File: config.mk
export PLATFORM = sky130hd
export DESIGN_NAME = dsd_opq
export DESIGN_NICKNAME = d
export VERILOG_FILES = /design/src/rtl/core/dsd_pkg.sv /design/src/rtl/core/dsd_opq.sv
export SDC_FILE = /design/constraint.sdc
export NUM_CORES = 1
export LEC_CHECK = 0
export ABC_AREA = 1
export BUFFER_PORTS_ARGS = -buffer_cell sky130_fd_sc_hd__buf_2
export CORE_MARGIN = 4
export CORE_UTILIZATION = 45
export CTS_BUF_LIST = sky130_fd_sc_hd__clkbuf_4 sky130_fd_sc_hd__clkbuf_8
export CTS_CLUSTER_DIAMETER = 50
export DETAILED_ROUTE_END_ITERATION = 8
export HOLD_SLACK_MARGIN = 0.1
export SLEW_MARGIN = 20
export SYNTH_ARGS = -nofsm -noshare
export SYNTH_HDL_FRONTEND = slang
export SYNTH_SLANG_ARGS = --single-unit
File: constraint.sdc
create_clock -name clk -period 3.4 [get_ports clk]
set_input_delay 0.51 -clock clk [delete_from_list [all_inputs] [get_ports clk]]
set_output_delay 0.51 -clock clk [all_outputs]
set_load 0.005 [all_outputs]
File: src/rtl/core/dsd_pkg.sv
`timescale 1ns / 1ps
// Shared types and constants for the 2x2 hole-aware depth downsampler.
// No dependencies; imported by every module of the block.
package dsd_pkg;

	localparam int MAX_WIDTH   = 2048;
	localparam int MAX_HEIGHT  = 2048;
	localparam int CFG_W       = 12;
	localparam int SAMPLE_W    = 16;
	localparam int AVG_W       = 15;
	localparam int COL_W       = $clog2(MAX_WIDTH);
	localparam int ROW_W       = $clog2(MAX_HEIGHT);
	localparam int STORE_DEPTH = MAX_WIDTH / 2;
	localparam int STORE_AW    = $clog2(STORE_DEPTH);
	localparam int PSUM_W      = 17;
	localparam int PCNT_W      = 2;
	localparam int ENTRY_W     = PSUM_W + PCNT_W;
	localparam int CNT_W       = 3;
	localparam int CFG_IDX_W   = 2;

	// ceil(2^17 / 3): exact floor division by three for sums below 2^17
	localparam int RECIP_SHIFT = 17;
	localparam logic [15:0] RECIP3 = 16'd43691;
	localparam int PROD_W      = PSUM_W + 16;

	localparam int OPQ_DEPTH   = 4;
	localparam int OPQ_AW      = $clog2(OPQ_DEPTH);
	localparam int RESQ_DEPTH  = 4;
	localparam int RESQ_AW     = $clog2(RESQ_DEPTH);

	localparam logic [CFG_W-1:0] SRC_WIDTH_RST  = 12'd640;
	localparam logic [CFG_W-1:0] SRC_HEIGHT_RST = 12'd480;

	localparam logic [CFG_IDX_W-1:0] REG_SRC_WIDTH  = 2'd0;
	localparam logic [CFG_IDX_W-1:0] REG_SRC_HEIGHT = 2'd1;

	// One column pair on its way from the front to the back.
	typedef struct packed {
		logic                merge;  // odd row: combine with stored pair and emit
		logic [STORE_AW-1:0] idx;
		logic [PSUM_W-1:0]   psum;
		logic [PCNT_W-1:0]   pcnt;
		logic                last_row;
		logic                last_frame;
	} dsd_op_t;

	typedef struct packed {
		logic [AVG_W-1:0] avg;
		logic             hole;
		logic             last_row;
		logic             last_frame;
	} dsd_res_t;

endpackage

File: src/rtl/core/dsd_opq.sv
`timescale 1ns / 1ps
// Short queue of pair operations between the front and the back.
// Depends on dsd_pkg.
module dsd_opq (
	input  logic             clk,
	input  logic             arst_n,
	input  logic             wr_en,
	input  dsd_pkg::dsd_op_t wr_op,
	output logic             full,
	input  logic             rd_en,
	output dsd_pkg::dsd_op_t rd_op,
	output logic             empty
);
	import dsd_pkg::*;

	dsd_op_t             slot_q [OPQ_DEPTH];
	logic [OPQ_AW-1:0]   wr_ptr_q, rd_ptr_q;
	logic [OPQ_AW:0]     cnt_q;
	logic                do_wr, do_rd;

	assign full  = cnt_q == (OPQ_AW+1)'(OPQ_DEPTH);
	assign empty = cnt_q == '0;
	assign rd_op = slot_q[rd_ptr_q];
	assign do_wr = wr_en && !full;
	assign do_rd = rd_en && !empty;

	always_ff @(posedge clk) begin
		if (do_wr)
			slot_q[wr_ptr_q] <= wr_op;
	end

	always_ff @(posedge clk or negedge arst_n) begin
		if (!arst_n) begin
			wr_ptr_q <= '0;
			rd_ptr_q <= '0;
			cnt_q    <= '0;
		end else begin
			if (do_wr)
				wr_ptr_q <= wr_ptr_q + OPQ_AW'(1);
			if (do_rd)
				rd_ptr_q <= rd_ptr_q + OPQ_AW'(1);
			if (do_wr && !do_rd)
				cnt_q <= cnt_q + (OPQ_AW+1)'(1);
			else if (do_rd && !do_wr)
				cnt_q <= cnt_q - (OPQ_AW+1)'(1);
		end
	end

endmodule

# Yosys cells after proc, flatten, opt, wreduce, memory -nomap -nowiden

Memory sizes are Yosys's and may differ from the RTL's.
Index checks and enable logic that the tools add are counted.

Register bits after elaboration: 7
RAM bits: 128
Input bits: 36
Output and inout bits: 34
Word-level logic and storage cells: 23
Memories: 1

$add $sub $neg: 4
Equal/unequal tests: 1
Multiplexer cells: 4
Reduce and logical (&&, ||, !) cells: 10

Memory list:

| name   | depth | width | read ports | clocked after memory_dff | wr ports | line          | text |
|---|---|---|---|---|---|---|---|
| slot_q | 4     | 32    | 1          | 0                        | 1        | dsd_opq.sv:16 | `dsd_op_t slot_q [OPQ_DEPTH];` |

Operator list:

| cell                                             | count |
|---|---|
| two-way mux 3 bit                                | 2 |
| adder 2 x 1 -> 2 bit, second input constant      | 2 |
| logical AND 1 bit                                | 4 |
| zero test 1 bit                                  | 4 |
| adder 3 x 1 -> 3 bit, second input constant      | 1 |
| == test 3 bit, second input constant             | 1 |
| zero test 3 bit                                  | 1 |
| subtractor 3 x 1 -> 3 bit, second input constant | 1 |
| two-way mux 1 bit                                | 2 |
| nonzero test 2 bit                               | 1 |

# Logic depth before layout (Yosys ltp)

Depth after elaboration: 7
Gate-level depth with buffers: 12
Depth with buffers taken out: 12

# Least setup slack after synthesis

No wires, ideal clock.

Kind: register to register
Start: register cnt_q[0]
End: memory slot_q[0][0] in the netlist's numbering (enable)
Arrival time: 2.081 ns
Slack: 0.898 ns
Stages on the path, launching flop included: 5
Path buffers: 0
Period minus slack after synthesis: 2.502 ns
Path through: dfrtp_1 > inv_1 > nand3_1 > nand2_1 > nor2_1

Longest elaborated chain between the ends: 5

RTL lines:

| item                                    | line          | text |
|---|---|---|
| start: declaration                      | dsd_opq.sv:18 | `logic [OPQ_AW:0] cnt_q;` |
| start signal: assignment                | dsd_opq.sv:43 | `cnt_q <= cnt_q + (OPQ_AW+1)'(1);` |
| start signal: assignment                | dsd_opq.sv:45 | `cnt_q <= cnt_q - (OPQ_AW+1)'(1);` |
| == test 3 bit                           | dsd_opq.sv:21 | `assign full = cnt_q == (OPQ_AW+1)'(OPQ_DEPTH);` |
| zero test 1 bit                         | dsd_opq.sv:24 | `assign do_wr = wr_en && !full;` |
| logical AND 1 bit                       | dsd_opq.sv:24 |  |
| two-way mux 1 bit                       | dsd_opq.sv:28 | `if (do_wr)` |
| two-way mux 1 bit (not written as such) | dsd_opq.sv:29 | `slot_q[wr_ptr_q] <= wr_op;` |
| end: declaration                        | dsd_opq.sv:16 |  |

Every way passes these cells.

==> flow_summary_export.csv <==
group,metric,value,unit
run_status,status,"finished clean",
die,io_pins,70,
global_route,grt_first_pass_wirelength,16.5,mm
route,highest_layer,"met4",
route,first_pass_iters,4,
synth,ys_warn_count,0,
global_route,overflow,0,
die,rows,40,
timing,worstMarginPinSlew,0.664,ns
clock_network,clockBufferDepth,2,
synth,ys_types,17,
route,drt_iter0_drc,151,
synth,synth_compound_area_frac,0.0873,
route,wirelength,10.2,mm
power,power,0.00509,W
final_layout,fin_nets,558,
clock_network,cts_sinks,135,
setup_path,path_max_fanout,42,
setup_path,critPathLaunchType,"register",
route,wl_met2,4.80,mm
global_route,grt_usage,0.152,
timing,setup-violations-final,0,
die,die_area,0.0142,sq mm
final_layout,diodes,0,
route,ant_nets,0,
setup_path,r2r-start,"cnt_q[0]$_DFFE_PN0P_",
setup_path,critPathMaxStageDelay,0.42,ns
route,vias_per_cell,4.73,
placed_design,place_congestion,0.736,
die,die_y,119,um
power,leakagePower,2.66,nW
route,route.met3.wl,565,um
placed_design,port_buffers,69,
hold_path,min-delay-start,"wr_op[15]",
global_route,grt_pass1_vias,3249,
final_layout,drive_gt1_frac,0.215,
synth,synth_xor_area_frac,0.00157,
route,wl_met1,4.73,mm
synth,yosysTopAreaCell,"edfxtp_1",
global_route,grt_max_degree,43,
die,chipWidth,119,um
timing,min_period_over_period,0.766,
timing,grt_setup_unrepaired,"no",
timing,relSlewSlack,0.556,
setup_path,slowest_stage,"buf_4",
timing,clock_skew,0.00477,ns
clock_network,cts_max_level,4,
setup_path,r2r_cells,5,
timing,slew_viol_final,0,
clock_network,worstSkewPairLatency,0.44,ns
timing,max_freq,0.384,GHz
global_route,antenna_found_initial,0,
route,wl_per_cell,14.7,um
setup_path,critical_path_class,"reg2out",
die,initial_core_util,0.461,
final_layout,final_util,0.529,
timing,period_needed,2.60,ns
synth,synth-seq-cells,135,
synth,synthSimpleGateAreaFrac,0.0870,
clock_network,path_clk_slew,0.06,ns
synth,synth_area,0.00556,sq mm
synth,ys_seq_area_frac,0.722,
hold_path,hold_class,"in2reg",
flow_run,drv_cap,0,
setup_path,worst_r2r_endpoint,"slot_q[2][28]$_DFFE_PP_",
power,peakVddDrop,0.412,mV
power,power-per-cell-area,797,mW/mm^2
setup_path,cp.required,2.89,ns
synth,synth_fp_nets,477,
timing,timing_hold_violations_final,0,
final_layout,layout_commonest_cell,"edfxtp_1",
clock_network,cts_tree,"done",
setup_path,cp.arrival,2.09,ns
clock_network,ctsHoldBuffers,1,
synth,synth.top_cell.area_share,0.691,
hold_path,min_to,"slot_q[1][15]$_DFFE_PP_",
die,core,0.0121,sq mm
timing,finalSetupTns,0,ns
clock_network,cts_root_buf,"clkbuf_8",
clock_network,cts_resized,0,
placed_design,hpwl,6.50,mm
synth,synth_adder_area_share,0.0148,
clock_network,post-cts-setup-buffers,0,
route,vias,3278,
synth,syn_inst,435,
route,drc,0,
setup_path,crit_chain,"clkinv_2, buf_4, o211ai_1, nand2_1, buf_2",
synth,synth_mux_area_frac,0,
synth,synth_top_family_by_area,"compound AO/OA/AOI/OAI gates",
setup_path,r2r_slack,1.28,ns
synth,synth.area.top_cells,"edfxtp_1, o211ai_1, nand2_1, inv_1, dfrtp_1",
final_layout,syn2layout_area_growth,14.8,%
setup_path,end_kind,"output pin",
clock_network,cts_inserted_buffers,17,
final_layout,layout_common_cells,"edfxtp_1, nand2_1, inv_1",
hold_path,hold_depth,1,
synth,avgSynthCellArea,12.8,sq um
## per-layer routing
metal / up-vias / track usage
met5: - / 0
li1: 1652 / -
met1: 1541 / 0.193
met3: 8 / 0.0570
met2: 77 / 0.238
met4: 0 / 0.0594
## through the flow
stage | instances | cell area, sq um | hold slack, ns | worst slack, ns
after CTS | 693 | 6380 | 0.256 | 0.744
final | 693 | 6380 | 0.289 | 0.795
after global routing | 693 | 6380 | 0.269 | 0.614
after global placement | 664 | 6080 | 0.350 | 1.24
after detailed placement | 664 | 6080 | 0.352 | 1.22
after floorplan | 435 | 5560 | 0.214 | 0.898
## synthesized netlist by cell type, drive strengths merged
cell / instances
dfrtp: 7
nand2: 114
ha: 5
buf: 19
edfxtp: 128
clkbuf: 2
fa: 1
o21ai: 1
nand3: 7
o211ai: 64
nand4: 1
nor2: 4
xnor2: 1
inv: 81
## worst max-delay path, delay by kind of cell (launching register included)
kind / cells / cell delay, ns
AOI/OAI and AO/OA: 1 / 0.23
buffers and inverters: 3 / 0.92
and+or+nand+nor: 1 / 0.10
DFF: 1 / 0.39
## registers in the layout (all words and copies together), names as in the netlist
| name | cells |
|---|---|
| slot_q | 128 |
| cnt_q | 3 |
| rd_ptr_q | 2 |
| wr_ptr_q | 2 |
## power breakdown
| group | internal, W | switching (W) |
|---|---|---|
| Sequential | 0.00219 | 0.0000921 |
| Clock | 0.000496 | 0.000543 |
| Combinational | 0.000641 | 0.00113 |
| Total | 0.00333 | 0.00176 |
## worst max path at each step
| stage | slack (ns) | from | end | depth (start not counted) |
|---|---|---|---|---|
| floorplan | 0.90 | cnt_q[0]$_DFFE_PN0P_ | slot_q[0][0]$_DFFE_PP_ | 4 |
| global placement | 1.24 | rd_ptr_q[0]$_DFFE_PN0P_ | rd_op[14] | 5 |
| detailed placement | 1.22 | rd_ptr_q[0]$_DFFE_PN0P_ | rd_op[14] | 5 |
| CTS | 0.74 | rd_ptr_q[0]$_DFFE_PN0P_ | rd_op[14] | 5 |
| global route | 0.61 | rd_ptr_q[0]$_DFFE_PN0P_ | rd_op[8] | 6 |
| finish | 0.80 | rd_ptr_q[0]$_DFFE_PN0P_ | rd_op[14] | 5 |
## final cells by class
cell class / instances / area (sq um)
timing repair buffer: 83 / 465
fill: 1049 / 5680
multi-input combinational: 198 / 1090
tap: 168 / 210
clock buffer: 20 / 256
sequential: 135 / 4020
clock inverter: 8 / 37.5
inverter: 81 / 305
## cell families after synthesis
logic type | Yosys count
buffers and inverters | 102
adder cells (fa/ha/maj) | 6
XOR/XNOR | 1
AND/OR/NAND/NOR | 126
AO/OA/AOI/OAI | 65
flip-flops | 135
Power figures use the tool's default switching activity.
