===== src/rtl/core/dsd_pkg.sv =====
`timescale 1ns / 1ps
// Shared types and constants for the 2x2 hole-aware depth downsampler.
// No dependencies; imported by every module of the block.
package dsd_pkg;

	localparam int MAX_WIDTH   = 2048;
	localparam int MAX_HEIGHT  = 2048;
	localparam int CFG_W       = 12;
	localparam int SAMPLE_W    = 16;
	localparam int AVG_W       = 15;
	localparam int COL_W       = $clog2(MAX_WIDTH);
	localparam int ROW_W       = $clog2(MAX_HEIGHT);
	localparam int STORE_DEPTH = MAX_WIDTH / 2;
	localparam int STORE_AW    = $clog2(STORE_DEPTH);
	localparam int PSUM_W      = 17;
	localparam int PCNT_W      = 2;
	localparam int ENTRY_W     = PSUM_W + PCNT_W;
	localparam int CNT_W       = 3;
	localparam int CFG_IDX_W   = 2;

	// ceil(2^17 / 3): exact floor division by three for sums below 2^17
	localparam int RECIP_SHIFT = 17;
	localparam logic [15:0] RECIP3 = 16'd43691;
	localparam int PROD_W      = PSUM_W + 16;

	localparam int OPQ_DEPTH   = 4;
	localparam int OPQ_AW      = $clog2(OPQ_DEPTH);
	localparam int RESQ_DEPTH  = 4;
	localparam int RESQ_AW     = $clog2(RESQ_DEPTH);

	localparam logic [CFG_W-1:0] SRC_WIDTH_RST  = 12'd640;
	localparam logic [CFG_W-1:0] SRC_HEIGHT_RST = 12'd480;

	localparam logic [CFG_IDX_W-1:0] REG_SRC_WIDTH  = 2'd0;
	localparam logic [CFG_IDX_W-1:0] REG_SRC_HEIGHT = 2'd1;

	// One column pair on its way from the front to the back.
	typedef struct packed {
		logic                merge;  // odd row: combine with stored pair and emit
		logic [STORE_AW-1:0] idx;
		logic [PSUM_W-1:0]   psum;
		logic [PCNT_W-1:0]   pcnt;
		logic                last_row;
		logic                last_frame;
	} dsd_op_t;

	typedef struct packed {
		logic [AVG_W-1:0] avg;
		logic             hole;
		logic             last_row;
		logic             last_frame;
	} dsd_res_t;

endpackage


===== src/rtl/core/dsd_front.sv =====
`timescale 1ns / 1ps
// Front end: configuration registers, raster counters, left-sample hold and pair sums.
// Depends on dsd_pkg.
module dsd_front (
	input  logic                          clk,
	input  logic                          arst_n,
	input  logic                          push,
	output logic                          full,
	input  logic signed [dsd_pkg::SAMPLE_W-1:0] depth_sample,
	input  logic                          cfg_valid,
	output logic                          cfg_ready,
	input  logic [dsd_pkg::CFG_IDX_W-1:0] cfg_index,
	input  logic [dsd_pkg::CFG_W-1:0]     cfg_data,
	output logic                          op_push,
	output dsd_pkg::dsd_op_t              op,
	input  logic                          opq_full
);
	import dsd_pkg::*;

	localparam int WEXT_W = (CFG_W > COL_W + 2) ? CFG_W : COL_W + 2;
	localparam int HEXT_W = (CFG_W > ROW_W + 2) ? CFG_W : ROW_W + 2;

	logic [CFG_W-1:0]    src_width_q, src_height_q;
	logic [SAMPLE_W-1:0] left_q;
	logic [COL_W-1:0]    col_q, col_cur;
	logic [ROW_W-1:0]    row_q, row_cur;
	logic [WEXT_W-1:0]   w_raw, w_eff, col_ext;
	logic [HEXT_W-1:0]   h_raw, h_eff, row_ext;
	logic                accept, col_wrap, row_wrap;
	logic [PSUM_W-1:0]   a_val, b_val;

	function automatic logic [PSUM_W-1:0] valid_part(input logic [SAMPLE_W-1:0] s);
		logic [PSUM_W-1:0] r;
		r = '0;
		if (!s[SAMPLE_W-1] && s != '0)
			r = PSUM_W'(s);
		return r;
	endfunction

	assign cfg_ready = 1'b1;
	assign full      = opq_full;
	assign accept    = push && !full;

	always_comb begin
		w_raw = WEXT_W'(src_width_q);
		h_raw = HEXT_W'(src_height_q);
		if (w_raw < WEXT_W'(2))
			w_eff = WEXT_W'(2);
		else if (w_raw > WEXT_W'(MAX_WIDTH))
			w_eff = WEXT_W'(MAX_WIDTH);
		else
			w_eff = w_raw;
		if (h_raw < HEXT_W'(2))
			h_eff = HEXT_W'(2);
		else if (h_raw > HEXT_W'(MAX_HEIGHT))
			h_eff = HEXT_W'(MAX_HEIGHT);
		else
			h_eff = h_raw;

		// a size shrunk mid-frame pins the counters to the last column/row
		col_cur = (WEXT_W'(col_q) >= w_eff) ? COL_W'(w_eff - WEXT_W'(1)) : col_q;
		row_cur = (HEXT_W'(row_q) >= h_eff) ? ROW_W'(h_eff - HEXT_W'(1)) : row_q;
		col_ext = WEXT_W'(col_cur);
		row_ext = HEXT_W'(row_cur);
		col_wrap = (col_ext + WEXT_W'(1)) >= w_eff;
		row_wrap = (row_ext + HEXT_W'(1)) >= h_eff;

		a_val = valid_part(left_q);
		b_val = valid_part(depth_sample);

		op.merge      = row_cur[0];
		op.idx        = STORE_AW'(col_cur >> 1);
		op.psum       = a_val + b_val;
		op.pcnt       = PCNT_W'({1'b0, a_val != '0} + {1'b0, b_val != '0});
		op.last_row   = (col_ext + WEXT_W'(3)) > w_eff;
		op.last_frame = op.last_row && ((row_ext + HEXT_W'(3)) > h_eff);
		op_push       = accept && col_cur[0];
	end

	always_ff @(posedge clk or negedge arst_n) begin
		if (!arst_n) begin
			src_width_q  <= SRC_WIDTH_RST;
			src_height_q <= SRC_HEIGHT_RST;
		end else if (cfg_valid && cfg_ready) begin
			unique case (cfg_index)
				REG_SRC_WIDTH:  src_width_q  <= cfg_data;
				REG_SRC_HEIGHT: src_height_q <= cfg_data;
				default: ;
			endcase
		end
	end

	always_ff @(posedge clk or negedge arst_n) begin
		if (!arst_n) begin
			left_q <= '0;
			col_q  <= '0;
			row_q  <= '0;
		end else if (accept) begin
			if (!col_cur[0])
				left_q <= depth_sample;
			if (col_wrap) begin
				col_q <= '0;
				row_q <= row_wrap ? '0 : row_cur + ROW_W'(1);
			end else begin
				col_q <= col_cur + COL_W'(1);
				row_q <= row_cur;
			end
		end
	end

endmodule


===== config.mk =====
export PLATFORM = sky130hd
export DESIGN_NAME = dsd_front
export DESIGN_NICKNAME = d
export VERILOG_FILES = /design/src/rtl/core/dsd_pkg.sv /design/src/rtl/core/dsd_front.sv
export SDC_FILE = /design/constraint.sdc
export NUM_CORES = 1
export LEC_CHECK = 0
export BUFFER_PORTS_ARGS = -buffer_cell sky130_fd_sc_hd__buf_2
export CORE_UTILIZATION = 30
export DETAILED_ROUTE_END_ITERATION = 10
export HOLD_SLACK_MARGIN = 0.1
export SYNTH_ARGS = -nofsm -noshare
export SYNTH_HDL_FRONTEND = slang
export SYNTH_SLANG_ARGS = --single-unit

===== constraint.sdc =====
create_clock -name clk -period 5.7 [get_ports clk]
set_input_delay 1.14 -clock clk [delete_from_list [all_inputs] [get_ports clk]]
set_output_delay 1.14 -clock clk [all_outputs]
set_load 0.05 [all_outputs]

# Word-level counts from Yosys, hierarchy flattened
# Index checks and enable logic that the tools add are counted.
[op_classes]
n_addsub = 10
order_cmp = 10
n_eq_ne = 1
mux = 11
bitwise_logic = 1
n_reduce_logical = 16
[op_table]
columns = ["operator", "count"]
rows = [
  ["$mux 11", 5],
  ["$mux 12", 4],
  ["$reduce_bool 17->1", 2],
  ["$mux 16", 2],
  ["$reduce_bool 16->1", 2],
  ["$ge 11x13->1", 2],
  ["$ge 12x13->1", 2],
  ["$add 11x1->12 const B", 2],
  ["$add 11x2->12 const B", 2],
  ["$gt 12x12->1 const B", 2],
  ["$lt 12x2->1 const B", 2],
  ["$add 11x1->11 const B", 2],
  ["$sub 11x1->11 const B", 2],
  ["$add 17x17->17", 1],
  ["$gt 12x13->1", 1],
  ["$gt 12x12->1", 1],
  ["$reduce_and 2->1", 3],
  ["$logic_and 1x1->1", 5],
  ["$logic_not 1->1", 3],
  ["$add 1x1->2", 1],
  ["$eq 2x1->1 const B", 1],
  ["$logic_not 2->1", 1],
  ["$not 1->1", 1],
]
[totals]
reg_bits = 62
input_bits = 35

# Depth between registers and ports, before layout
[depth]
depth_word = 9
ltp_mapped = 29
mapped_depth_nobuf = 26

# Worst setup path before layout
# OpenSTA, ideal clock, no wires.
[synth_timing]
kind = "register to output"
from = "register src_width_q[5]"
to = "output op[0] (netlist name)"
arrival_ns = 5.497
required_ns = 4.560
slack_ns = -0.937
path_stages_with_launch = 20
n_path_buf = 1
cell_sequence = "dfrtp_1 > nor4_4 > and3_1 > o21ai_0 > ha_1 > nand2_1 > o21ai_1 > a21oi_2 > nor2_2 > buf_4 > mux2i_2 > clkinv_1 > nand4_1 > xnor2_1 > ha_1 > nand4_1 > nor3_1 > a2111oi_0 > nor2_1 > o311a_1"
[synth_lines]
columns = ["item", "line_no", "source"]
rows = [
  ["start, declared", "dsd_front.sv:23", "logic [CFG_W-1:0] src_width_q, src_height_q;"],
  ["start signal, assigned", "dsd_front.sv:86", "REG_SRC_WIDTH: src_width_q <= cfg_data;"],
  ["end, declared", "dsd_front.sv:15", "output dsd_pkg::dsd_op_t op,"],
]

==> results.py <==
metrics = {
    "global_route": {
        "grt_start_max_net_pins": 63,
        "grt_use_total_pct": 16.77,
        "antenna_found_initial": 0,
        "first_global_vias": 6278,
        "grt_pass1_wl_mm": 31.90,
        "overflow": 0,
    },
    "sta": {
        "fmax_ghz": 0.1699,
        "finalHoldViolCount": 0,
        "worst_slack_ns": -0.1872,
        "maxSlewViolCount": 1,
        "relSlewSlack_pct": -1.895,
        "period_share_pct": 103.3,
        "rsz0062_at_grt": "true",
        "fin_crit_ns": 5.887,
        "setup_viol": 1,
        "worstMarginPinSlew_ns": 1.512,
        "finClkSkew_ns": 0.01347,
    },
    "run_status": {
        "status": "finished with violations",
        "violations": "max-slew violations, negative setup slack",
    },
    "setup_path": {
        "cp_max_fo": 8,
        "cp.required_ns": 4.56,
        "crit_path_frequent_cell": "a21o_1",
        "endpoint": "op[0]",
        "crit_type": "flop to output port",
        "r2r_end": "row_q[6]",
        "rrSetupSlack_ns": 0.21,
        "end_kind": "output port",
        "rr_startpoint": "src_width_q[4]",
        "crit_chain": "or3_4 -> o41a_4 -> ha_4 -> nor2b_1 -> o21ai_1 -> a21oi_2 -> o22ai_4 -> buf_6 -> buf_6 -> mux2_4 -> a21o_1 -> nor2_1 -> xnor2_1 -> ha_1 -> a21o_1 -> a21o_1 -> a211oi_2 -> o21ai_2 -> o311a_4 -> buf_8",
        "cp.arrival_ns": 4.75,
        "startpoint": "src_height_q[7]",
        "cpPeakStageDelay_ns": 0.50,
        "rr_worst_depth": 27,
        "slowest_stage": "o41a_4",
        "start_kind": "flop",
    },
    "clock_tree": {
        "cts.htree.levels": 3,
        "clk_latency_ns": 0.33,
        "clock_path_buffers": 2,
        "cts_root_buffer": "clkbuf_16",
        "cts.sinks": 62,
        "cts_tree": "built",
        "cts_made_buffers": 9,
        "clk_pin_slew_ns": 0.06,
        "cts-hold-fix-buffers": 0,
    },
    "finish": {
        "final_cell_mix": "buf_4 (100), ha_1 (87), nand2_1 (68)",
        "syn2layout_area_growth_pct": 28.62,
        "drive_above_1_share_pct": 33.40,
        "layout.nets": 1077,
        "antenna-diode-count": 0,
        "final_common_cell": "buf_4",
        "nFillCells": 2280,
    },
    "worst_hold_path": {
        "hp-class": "flop to flop",
    },
    "detailed_routing": {
        "viasPerCell": 5.162,
        "dr.pass1.iters": 5,
        "wl_mm": 19.74,
        "wl_per_cell_microns": 15.92,
        "vias": 6401,
        "drt-initial-drc-count": 318,
        "final_antenna_net_count": 0,
        "drc": 0,
    },
    "place": {
        "post-dp-hpwl_mm": 15.73,
        "place.port_buffers": 67,
        "pre_cts_ws_ns": -0.2588,
        "gp_congestion": 0.8695,
    },
    "floorplanning": {
        "fp.dieH_microns": 154.2,
        "rows": 55,
        "num_io_pins": 70,
        "core_area_sq_um": 22710,
        "die_w_microns": 154.2,
        "die_area_sq_um": 23780,
        "initial_core_util_pct": 30.61,
    },
    "synthesis": {
        "yosysWarnings": 0,
        "synthArstFlopShare_pct": 100.0,
        "syn_inst": 793,
        "synth.distinct_cells": 78,
        "netlist_area_sq_um": 6950,
        "ys_ff_latch": 62,
        "yosysSeqAreaShare_pct": 22.43,
        "synth_edf_count": 0,
        "synthFlopType": "dfrtp_1",
        "synth_area_per_cell_sq_um": 8.765,
    },
    "job": {
        "drv_cap": 0,
    },
}
-- area by class of cell --
| cell class | count | area [sq um] | area share [%] |
|---|---|---|---|
| Multi-Input combinational cell | 673 | 5409 | 60.50 |
| Sequential cell | 62 | 1559 | 17.44 |
| Timing Repair Buffer | 171 | 1152 | 12.89 |
| Tap cell | 285 | 356.6 | 3.989 |
| Clock buffer | 9 | 225.2 | 2.519 |
| Inverter | 33 | 135.1 | 1.512 |
| Clock inverter | 7 | 102.6 | 1.148 |
-- synth_stat cells (13+ instances only) --
| library cell | n | area [sq um] |
|---|---|---|
| dfrtp_1 | 56 | 1401 |
| and2_1 | 13 | 81.33 |
| nor2b_1 | 33 | 206.5 |
| nor2_1 | 40 | 150.1 |
| a21oi_1 | 36 | 180.2 |
| mux2i_1 | 14 | 140.1 |
| nand2b_1 | 14 | 87.58 |
| clkbuf_1 | 15 | 56.30 |
| inv_1 | 31 | 116.4 |
| mux2_2 | 49 | 551.8 |
| ha_1 | 91 | 1139 |
| a21o_1 | 20 | 150.1 |
| xor2_1 | 13 | 113.9 |
| nand2_1 | 68 | 255.2 |
| xnor2_1 | 36 | 315.3 |
| nand3_1 | 21 | 105.1 |
| o21ai_0 | 42 | 210.2 |
| nor4_1 | 13 | 81.33 |
| nor3_1 | 27 | 135.1 |
-- worst max-delay path, delay by kind of cell (launching register included) --
kind	cells	cell delay [ns]
xor+xnor	1	0.08
flops	1	0.36
simple gates	3	0.57
fa+ha+maj	2	0.59
mux	1	0.30
compound gates	10	2.12
buf+inv	3	0.39
-- logic make-up after synthesis --
group / after synthesis / synth area share [%]
AO/OA/AOI/OAI: 182 / 17.68
AND/OR/NAND/NOR: 275 / 21.24
adder cells (fa/ha/maj): 92 / 16.67
other: 2 / 0.1081
XOR/XNOR: 49 / 6.175
multiplexers: 72 / 12.04
flip-flops: 62 / 22.43
buffers and inverters: 59 / 3.654
-- worst min-delay path by stage --
stage          startpoint          to  slack [ns]  cells after the start
3_5_place_dp   left_q[14]  left_q[14]        0.51                      1
5_1_grt         left_q[2]   left_q[2]        0.56                      1
2_1_floorplan   col_q[10]   col_q[10]        0.47                      2
3_3_place_gp    left_q[5]   left_q[5]        0.51                      1
6_report       left_q[14]  left_q[14]        0.53                      1
4_1_cts        left_q[14]  left_q[14]        0.53                      1
-- stage by stage --
| step | area, sq um | hold WS (ns) | setup TNS, ns | utilization (%) | cells |
|---|---|---|---|---|---|
| finish | 8940 | 0.5290 | -0.1872 | 39.37 | 1240 |
| global route | 8940 | 0.5556 | -1.889 | 39.37 | 1240 |
| global placement | 8187 | 0.5066 | -0.2449 | 36.05 | 1197 |
| floorplan | 7062 | 0.4743 | 0 | - | 794 |
| detailed placement | 8187 | 0.5102 | -0.7219 | 36.05 | 1197 |
| CTS | 8763 | 0.5274 | -0.1432 | 38.59 | 1229 |
-- sequential cells by signal, summed over array words and instances, names as in the netlist --
name and flops:
col_q 11, left_q 16, row_q 11, src_height_q 12, src_width_q 12
-- layer usage --
layer	routed length, microns	up-vias	GRT usage, %
met4	265	0	4.667
met1	9639	3032	22.56
met5	0	-	0
met2	9119	120	28.03
met3	709	17	2.242
li1	-	3232	-
-- repair_timing --
| item | CTS | global route |
|---|---|---|
| endpoints found under the setup margin | 11 | 17 |
| gates resized for setup | 29 | 20 |
| pin swaps | 27 | 24 |
| cloned | 0 | 1 |
| setup buffers | 16 | 10 |
Power is not shown: default switching activity piles up to over one toggle a cycle in this logic, so the estimate is an artifact.
